===== src/hw/rtl/tard_pkg.sv =====
// Shared types, constants and the CORDIC arctangent table for the tilt-to-RGB duty block.
// No dependencies; every other file in hw/rtl imports this package.
package tard_pkg;

  localparam int SAMPLE_BITS = 12;
  localparam int DUTY_BITS = 10;
  localparam int ANGLE_BITS_DEF = 16;
  localparam int CORDIC_STEPS = 28;
  // 2^30 divided by the CORDIC gain
  localparam logic signed [31:0] CORDIC_GAIN_INV = 32'sd652032874;
  localparam logic [DUTY_BITS-1:0] DUTY_FULL_SCALE_RESET = 10'd100;
  localparam int SAMPLE_SCALE_SHIFT = 20;
  localparam int SINE_BITS = 16;

  typedef struct packed {
    logic signed [SAMPLE_BITS-1:0] accel_x;
    logic signed [SAMPLE_BITS-1:0] accel_y;
  } sample_t;

  typedef struct packed {
    logic [DUTY_BITS-1:0] red_duty;
    logic [DUTY_BITS-1:0] green_duty;
    logic [DUTY_BITS-1:0] blue_duty;
  } duty_t;

  // atan(2^-i) in units of 2^-32 turn
  function automatic logic [31:0] atan_turn(input int idx);
    logic [31:0] a;
    case (idx)
      0:  a = 32'h20000000;
      1:  a = 32'h12E4051E;
      2:  a = 32'h09FB385B;
      3:  a = 32'h051111D4;
      4:  a = 32'h028B0D43;
      5:  a = 32'h0145D7E1;
      6:  a = 32'h00A2F61E;
      7:  a = 32'h00517C55;
      8:  a = 32'h0028BE53;
      9:  a = 32'h00145F2F;
      10: a = 32'h000A2F98;
      11: a = 32'h000517CC;
      12: a = 32'h00028BE6;
      13: a = 32'h000145F3;
      14: a = 32'h0000A2FA;
      15: a = 32'h0000517D;
      16: a = 32'h000028BE;
      17: a = 32'h0000145F;
      18: a = 32'h00000A30;
      19: a = 32'h00000518;
      20: a = 32'h0000028C;
      21: a = 32'h00000146;
      22: a = 32'h000000A3;
      23: a = 32'h00000051;
      24: a = 32'h00000029;
      25: a = 32'h00000014;
      26: a = 32'h0000000A;
      27: a = 32'h00000005;
      default: a = 32'h00000000;
    endcase
    return a;
  endfunction

endpackage


===== src/hw/rtl/tard_duty.sv =====
// Duty stage: m = 0.5 + 0.5*sine in Q0.16, then round(full_scale * m^2 / 2^32).
// Depends on tard_pkg.
module tard_duty (
  input  logic                                  clk,
  input  logic                                  rst,
  input  logic                                  en,
  input  logic                                  in_valid,
  input  logic signed [tard_pkg::SINE_BITS-1:0] sine,
  input  logic [tard_pkg::DUTY_BITS-1:0]        full_scale,
  output logic                                  out_valid,
  output logic [tard_pkg::DUTY_BITS-1:0]        duty
);
  import tard_pkg::*;

  localparam int SQ_BITS = 2 * SINE_BITS;
  localparam int PR_BITS = SQ_BITS + DUTY_BITS;

  logic [SINE_BITS-1:0] m;
  logic [SQ_BITS-1:0]   sq;
  logic [PR_BITS-1:0]   prod;
  logic [PR_BITS:0]     prod_round;
  logic                 sq_valid, prod_valid;

  // 32768 + s just flips the sign bit
  assign m          = {~sine[SINE_BITS-1], sine[SINE_BITS-2:0]};
  assign prod_round = {1'b0, prod} + ((PR_BITS + 1)'(1) << (SQ_BITS - 1));

  always_ff @(posedge clk) begin
    if (rst) begin
      sq_valid   <= 1'b0;
      prod_valid <= 1'b0;
      out_valid  <= 1'b0;
    end else if (en) begin
      sq_valid   <= in_valid;
      prod_valid <= sq_valid;
      out_valid  <= prod_valid;
    end
  end

  always_ff @(posedge clk) begin
    if (en) begin
      sq   <= SQ_BITS'(m) * SQ_BITS'(m);
      prod <= PR_BITS'(full_scale) * PR_BITS'(sq);
      duty <= prod_round[SQ_BITS +: DUTY_BITS];
    end
  end

endmodule


===== config.mk =====
export PLATFORM = sky130hd
export DESIGN_NAME = tard_duty
export DESIGN_NICKNAME = d
export VERILOG_FILES = /design/src/hw/rtl/tard_pkg.sv /design/src/hw/rtl/tard_duty.sv
export SDC_FILE = /design/constraint.sdc
export NUM_CORES = 1
export LEC_CHECK = 0
export BUFFER_PORTS_ARGS = -buffer_cell sky130_fd_sc_hd__buf_2
export CORE_MARGIN = 3
export CORE_UTILIZATION = 40
export CTS_CLUSTER_SIZE = 8
export DETAILED_ROUTE_END_ITERATION = 10
export PLACE_DENSITY = 0.61
export SYNTH_ARGS = -nofsm -noshare
export SYNTH_HDL_FRONTEND = slang
export SYNTH_SLANG_ARGS = --single-unit

===== constraint.sdc =====
create_clock -name clk -period 9.3 [get_ports clk]
set_input_delay 1.395 -clock clk [delete_from_list [all_inputs] [get_ports clk]]
set_output_delay 1.395 -clock clk [all_outputs]
set_load 0.01 [all_outputs]

---- Word-level counts from Yosys, hierarchy flattened ----
Index checks and enable logic that the tools add are counted.
operators by class
  $add $sub $neg .......................... 1
  bitwise gates (word level) .............. 1
  multiply operators ...................... 2
operators by type and width
  operator                                        number
  adder 42 x 32 -> 42 bit, second input constant  1
  multiplier 10 x 32 -> 42 bit                    1
  multiplier 16 x 16 -> 32 bit                    1
  NOT 1 bit                                       1
word-level totals
  bits in registers ....................... 87
  input port bits ......................... 30
  output and inout port bits .............. 11
  word-level logic and storage cells ...... 10

---- Depth between registers and ports, before layout ----
Gate-level depths: netlist of run 1.
  depth in word-level cells ............... 2
  mapped depth ............................ 24
  mapped depth without buffers ............ 22

---- Worst setup path after synthesis of run 1 ----
Ideal clock, no wire load.
  path type ............................... input -> register
  start ................................... in sine[8] (netlist name)
  end ..................................... reg sq[31] (data pin)
  path slack .............................. 2,258 ps
  cell stages on the path ................. 24
  data arrival time ....................... 6,775 ps
  data required time ...................... 9,034 ps
  buffers on the path ..................... 2
  setup time .............................. 266 ps
  cell sequence ........................... clkbuf_1 -> nand2_1 -> inv_1 -> fa_1 -> inv_1 -> fa_1 -> inv_1 -> fa_1 -> inv_1 -> fa_1 -> inv_1 -> fa_1 -> inv_1 -> fa_1 -> inv_1 -> ha_1 -> clkbuf_1 -> o21a_1 -> a211o_1 -> o211ai_2 -> a21oi_2 -> a211oi_2 -> mux2i_1 -> nand4_1
on the way
  cells in the longest elaborated chain, start to end .. 1
ends and longest elaborated chain
  element                       RTL line         source
  from (decl)                   tard_duty.sv:8   input logic signed [tard_pkg::SINE_BITS-1:0] sine,
  multiplier 16 x 16 -> 32 bit  tard_duty.sv:42  sq <= SQ_BITS'(m) * SQ_BITS'(m);
  to (signal assigned)          tard_duty.sv:42
  to (decl)                     tard_duty.sv:19  logic [SQ_BITS-1:0] sq;
Every way passes these cells.
A chain may end at the register's enable or synchronous reset.

---- Worst setup path in the final report of run 1 ----
  start ................................... in sine[5] (netlist name)
  end ..................................... reg sq[25] (data pin)
The elaborated chain is that of the path after synthesis.

==> results of run 1 <==
state kept, by name, summed over array words and instances, names as in the netlist:
| name | cells |
|---|---|
| sq | 31 |
| prod | 11 |
| prod_valid | 1 |
| out_valid | 1 |
| sq_valid | 1 |
| duty | 10 |
metal layers:
layer,vias to the layer above,part of all wire
met4,0,0.016
met1,6460,0.46
li1,5990,-
met3,46,0.045
met5,-,0
met2,300,0.48
Yosys cell counts, drive strengths merged (14+ instances only):
library cell  instances
clkbuf               82
and3                 14
ha                  180
a21o                 28
xnor2                35
fa                  395
edfxtp               52
o21ai                23
xor2                 23
inv                 465
a21oi                53
nand3                21
nor2                 57
and2                203
nand2               245
worst max-delay path, stage by stage:
cell	delay (ns)
buf_2	0.30
and2_1	0.23
inv_1	0.06
fa_1	0.47
inv_1	0.05
fa_1	0.52
inv_1	0.06
fa_1	0.53
inv_1	0.05
fa_1	0.45
fa_1	0.49
inv_1	0.05
fa_1	0.47
inv_1	0.04
ha_1	0.32
a21o_1	0.22
a21o_1	0.18
a21o_1	0.19
o41ai_1	0.53
nand3b_1	0.25
a311oi_2	0.32
xnor2_1	0.10
worst max path at each step:
stage | cells past startpoint | slack (ns) | startpoint | end
5_1_grt | 21 | 1.85 | sine[3] | sq[30]
4_1_cts | 22 | 2.21 | sine[5] | sq[25]
2_1_floorplan | 24 | 2.26 | sine[8] | sq[31]
3_5_place_dp | 21 | 1.87 | sine[2] | sq[30]
6_report | 22 | 2.08 | sine[5] | sq[25]
3_3_place_gp | 22 | 1.99 | sine[5] | sq[25]
logic make-up (layout without fill, tap and decap cells):
group,count (synthesis),count (layout),synth area share
xor+xnor,58,58,0.0274
compound gates,176,176,0.0643
simple gates,588,588,0.157
buf+inv,548,514,0.111
flops,55,55,0.0875
mux,7,7,0.00385
other cells,2,5,0.000405
fa+ha+maj,575,575,0.548
layout make-up:
class / instances / area, um2 / share of cell area
Sequential cell: 55 / 1620 / 0.0839
Tap cell: 600 / 751 / 0.0388
Clock buffer: 5 / 125 / 0.00647
Timing Repair Buffer: 41 / 208 / 0.0107
Clock inverter: 3 / 20.0 / 0.00104
Inverter: 465 / 1750 / 0.0903
Multi-Input combinational cell: 1409 / 14900 / 0.769
through the flow:
| stage | hold WS, ns | setup WS, ns | cells |
|---|---|---|---|
| finish | 0.510 | 2.08 | 2578 |
| global route | 0.561 | 1.85 | 2578 |
| CTS | 0.514 | 2.21 | 2578 |
| detailed placement | 0.492 | 1.87 | 2570 |
| global placement | 0.475 | 1.99 | 2570 |
| floorplan | 0.460 | 2.26 | 2012 |
cells in the final DEF, fill, tap and decap left out, drive strengths merged, types with 8 or more instances in the layout:
cell type    n
fa         395
and3        14
o21bai       9
a31oi        8
a21oi       53
or2          8
nor2        57
xnor2       35
a21o        28
nand2      245
and2       203
xor2        23
nor2b       10
edfxtp      52
o21ai       23
nand3       21
buf         41
ha         180
inv        465
==> flow_summary.ini, run 1 <==
[finish]
fin_nets = 2582
drive_gt1_frac = 0.0349
antennaDiodeCount = 0
fill_cells = 4431
design_area_um2 = 19300
syn2layout_area_growth_pct = 4.29
fin_util = 0.424

[global_routing]
use_met1 = 0.240
grt_pass1_vias = 14400
grt_pass1_wl_um = 71000
grt_max_degree = 56
gr-max-usage-layer = met2
grtUsageMet3 = 0.0178
grt.total_usage = 0.175
grt_use_met2 = 0.305
antenna_found_initial = 0
grt.overflow.total = 0

[critical_path]
rr_endpoint = prod[40]
crit_fanout = 16
setup.worst_path.end_class = flop
r2r_setup_slack_ns = 3.56
r2r_cells = 18
worstSetupPathType = input pin to flop
r2r_start = sq[26]
critical_path_arrival_ns = 7.28
worst_setup_path_start_kind = input pin
worstPathRequired_ns = 9.36

[cts]
post_cts_buffers = 0
clk_pin_slew_ns = 0.08
clock_path_buffers = 2
cts-root-buf = clkbuf_16
insertion_delay_ns = 0.32
cts-htree-levels = 2
cts_tree = yes
hold_buffers = 0
clock-sinks = 55
cts-resized-gates = 0
numCtsBuffers = 5

[synthesis]
yosysWarnings = 0
synthesis.area_um2 = 18500
synth_area_leaders = fa_1 (43%), ha_1 (12%), inv_1 (9.4%)
synth_top_cell_area_share = 0.427
ys_ff_latch = 55
synth_cell_types = 67
syn_area_per_cell_um2 = 9.22
synth_cells = 2009
synthArstFlopShare = 0
ys_dominant_reg_cell = edfxtp_1
synth_top_area_cell = fa_1
ys_seq_area_frac = 0.0875
synth_edf_count = 52

[hold_path]
holdPathEnd = prod_valid
hp-class = flop to flop
whs_path_depth = 2
holdCritStartpoint = prod_valid

[place]
dpl-instance-area_um2 = 19200
post-dp-hpwl_um = 33400
gp_congestion = 0.917
port_buffers = 40

[timing]
relSlewSlack = 0.485
setup_viol = 0
layout_min_cycle_time_ns = 7.22
slew_violations = 0
period_share = 0.776
rsz0062_at_grt = no
max_freq_mhz = 139
finalHoldViolCount = 0
worstMarginPinSlew_ns = 0.772
fin_worst_skew_ns = 0.0136
fin_setup_tns_ns = 0

[routing]
antenna_left = 0
drcViolationCount = 0
routed_wl_um = 40800
drt_iter0_drc = 586
vias = 12800
wl_per_cell_um = 15.8
via_per_inst = 4.96
firstDrtPassIters = 4

[floorplan]
die_w_um = 221
pin_count = 41
core_um2 = 45600
die_h_um = 221
rows = 78
start_util = 0.407
dieArea_um2 = 48900

[outcome]
status = completed

[flow_run]
cap_violations = 0
Power of run 1 is not shown: default switching activity piles up to over one toggle a cycle in this logic, so the estimate is an artifact.
==> inputs of run 2 (changes only) <==
--- a/config.mk
+++ b/config.mk
@@ -10,7 +10,7 @@
 export CORE_UTILIZATION = 40
 export CTS_CLUSTER_SIZE = 8
 export DETAILED_ROUTE_END_ITERATION = 10
-export PLACE_DENSITY = 0.61
+export PLACE_DENSITY = 0.63
 export SYNTH_ARGS = -nofsm -noshare
 export SYNTH_HDL_FRONTEND = slang
 export SYNTH_SLANG_ARGS = --single-unit
==> constraint.sdc (replaced) <==
create_clock -name clk -period 6.3 [get_ports clk]
set_input_delay 0.945 -clock clk [delete_from_list [all_inputs] [get_ports clk]]
set_output_delay 0.945 -clock clk [all_outputs]
set_load 0.01 [all_outputs]
==> run 2 against run 1 <==
Global-route usage up 0.22 points. Utilization increased by 3.7 points. Clock skew fell by 0.0042 ns. Wire length rose by 2.2%. First-iteration DRC count down 18%. Sequential share of layout area decreased by 0.67 points. Via count increased by 5.1%.
==> flow_summary.ini, run 2 (synthesis gave the netlist of run 1 again) <==
[floorplan]
die_h_um = 221
dieArea_um2 = 48900
start_util = 0.407
pin_count = 41
die_w_um = 221
rows = 78
core_um2 = 45600

[timing]
max_freq_mhz = 162
fin_setup_tns_ns = 0
slew_violations = 0
finalHoldViolCount = 0
layout_min_cycle_time_ns = 6.18
period_share = 0.981
worstMarginPinSlew_ns = 0.739
rsz0062_at_grt = yes
relSlewSlack = 0.508
fin_worst_skew_ns = 0.00939
setup_viol = 0

[cts]
clock-sinks = 55
cts-root-buf = clkbuf_16
cts-htree-levels = 2
insertion_delay_ns = 0.31
numCtsBuffers = 5
cts_tree = yes
clk_pin_slew_ns = 0.08
hold_buffers = 0
clock_path_buffers = 2

[critical_path]
worst_path_max_delay_cell = fa_1
cpLargestDelayFamily = adder cells
worstPathRequired_ns = 6.37
crit_buf_inv = 7
slowest_delay_ns = 0.53
worstSetupPathType = input pin to flop
worst_setup_path_start_kind = input pin
path_cells = buf_6 -> and2_4 -> buf_6 -> fa_1 -> inv_2 -> fa_1 -> inv_1 -> fa_1 -> fa_1 -> fa_1 -> inv_2 -> fa_1 -> inv_2 -> ha_4 -> a21o_1 -> a21o_1 -> a21o_1 -> o41ai_2 -> buf_4 -> nand3b_1 -> a311oi_2 -> xnor2_1
setup.worst_path.end_class = flop
path_common_cell = fa_1
critical_path_arrival_ns = 6.25
crit_fanout = 4

[outcome]
status = completed

[finish]
final_common_cell = inv_1
top_register = sq
final_cells = 2756
drive_gt1_frac = 0.132
design_area_um2 = 21000
syn2layout_area_growth_pct = 13.4
antennaDiodeCount = 0
fin_nets = 2760
reg_top3 = sq (31), prod (11), duty (10)
final_cell_mix = inv_1 (454), fa_1 (395), nand2_1 (240)
largest_reg_flops = 31

[global_routing]
grt_pass1_vias = 15100
grt_pass1_wl_um = 72800
grt_max_degree = 56
antenna_found_initial = 0
grt.total_usage = 0.178
grt.overflow.total = 0

[routing]
drcViolationCount = 0
routed_wl_um = 41700
drt_iter0_drc = 482
vias = 13400
antenna_left = 0
via_per_inst = 4.88
firstDrtPassIters = 5
wl_per_cell_um = 15.1

[place]
port_buffers = 40
gp_congestion = 0.912
dpl-instance-area_um2 = 20600
post-dp-hpwl_um = 35400
dp.cells = 2746

[flow_run]
cap_violations = 0

[hold_path]
hp-class = flop to flop
==> run 2: changes by cell type in the layout (fill, tap and decap cells not counted), moves of 7 or more <==
cell | before | now
and2_1 | 202 | 195
and2_4 | 0 | 7
buf_12 | 0 | 8
buf_2 | 40 | 27
buf_4 | 1 | 166
buf_6 | 0 | 8
clkbuf_4 | 0 | 8
inv_1 | 465 | 454
inv_2 | 0 | 11
==> run 2: timing repair <==
item	in CTS	in global routing
gates resized for setup	1	63
buffers inserted	0	2
setup endpoints to repair	1	19
pin swaps	0	30
==> run 2: tightest hold or removal path: cells and delay by family, from the launching register on <==
family	cells	cell delay, ns
flops	1	0.34
simple gates	1	0.07
mux	1	0.06
==> run 2: path summary, 6_finish.rpt <==
path	from	endpoint	slack, ns	depth (start not counted)
hold / removal	out_valid	out_valid	0.51	2
setup / recovery	sine[5]	sq[25]	0.12	22
hold reg to reg	out_valid	out_valid	0.51	2
setup reg to reg	sq[28]	prod[40]	0.59	19
==> run 2: layout make-up <==
class                   instances  area, um2
inverters                     465       1750
clock buffers                   5        125
multi-input cells            1409      15000
clock inverters                 3       27.5
flip-flops and latches         55       1620
repair buffers                219       1720
well taps                     600        751
fillers                      4269      24600
==> run 2: per-layer routing <==
metal | GRT usage | up-vias | share of wire | wire length [um]
met5 | 0 | - | 0 | 0
met4 | 0.0386 | 0 | 0.018 | 738
met2 | 0.316 | 251 | 0.50 | 20800
met1 | 0.236 | 6795 | 0.45 | 18600
met3 | 0.0166 | 45 | 0.039 | 1620
li1 | - | 6354 | - | -
==> run 2: stage by stage <==
step	hold WS [ns]	util	worst slack, ns
floorplan	0.460	-	-0.00937
global placement	0.474	0.453	-0.283
detailed placement	0.491	0.453	-0.429
CTS	0.516	0.456	0.0296
global route	0.541	0.461	-0.0920
finish	0.508	0.461	0.117
Power of run 2 is left out for the same reason.
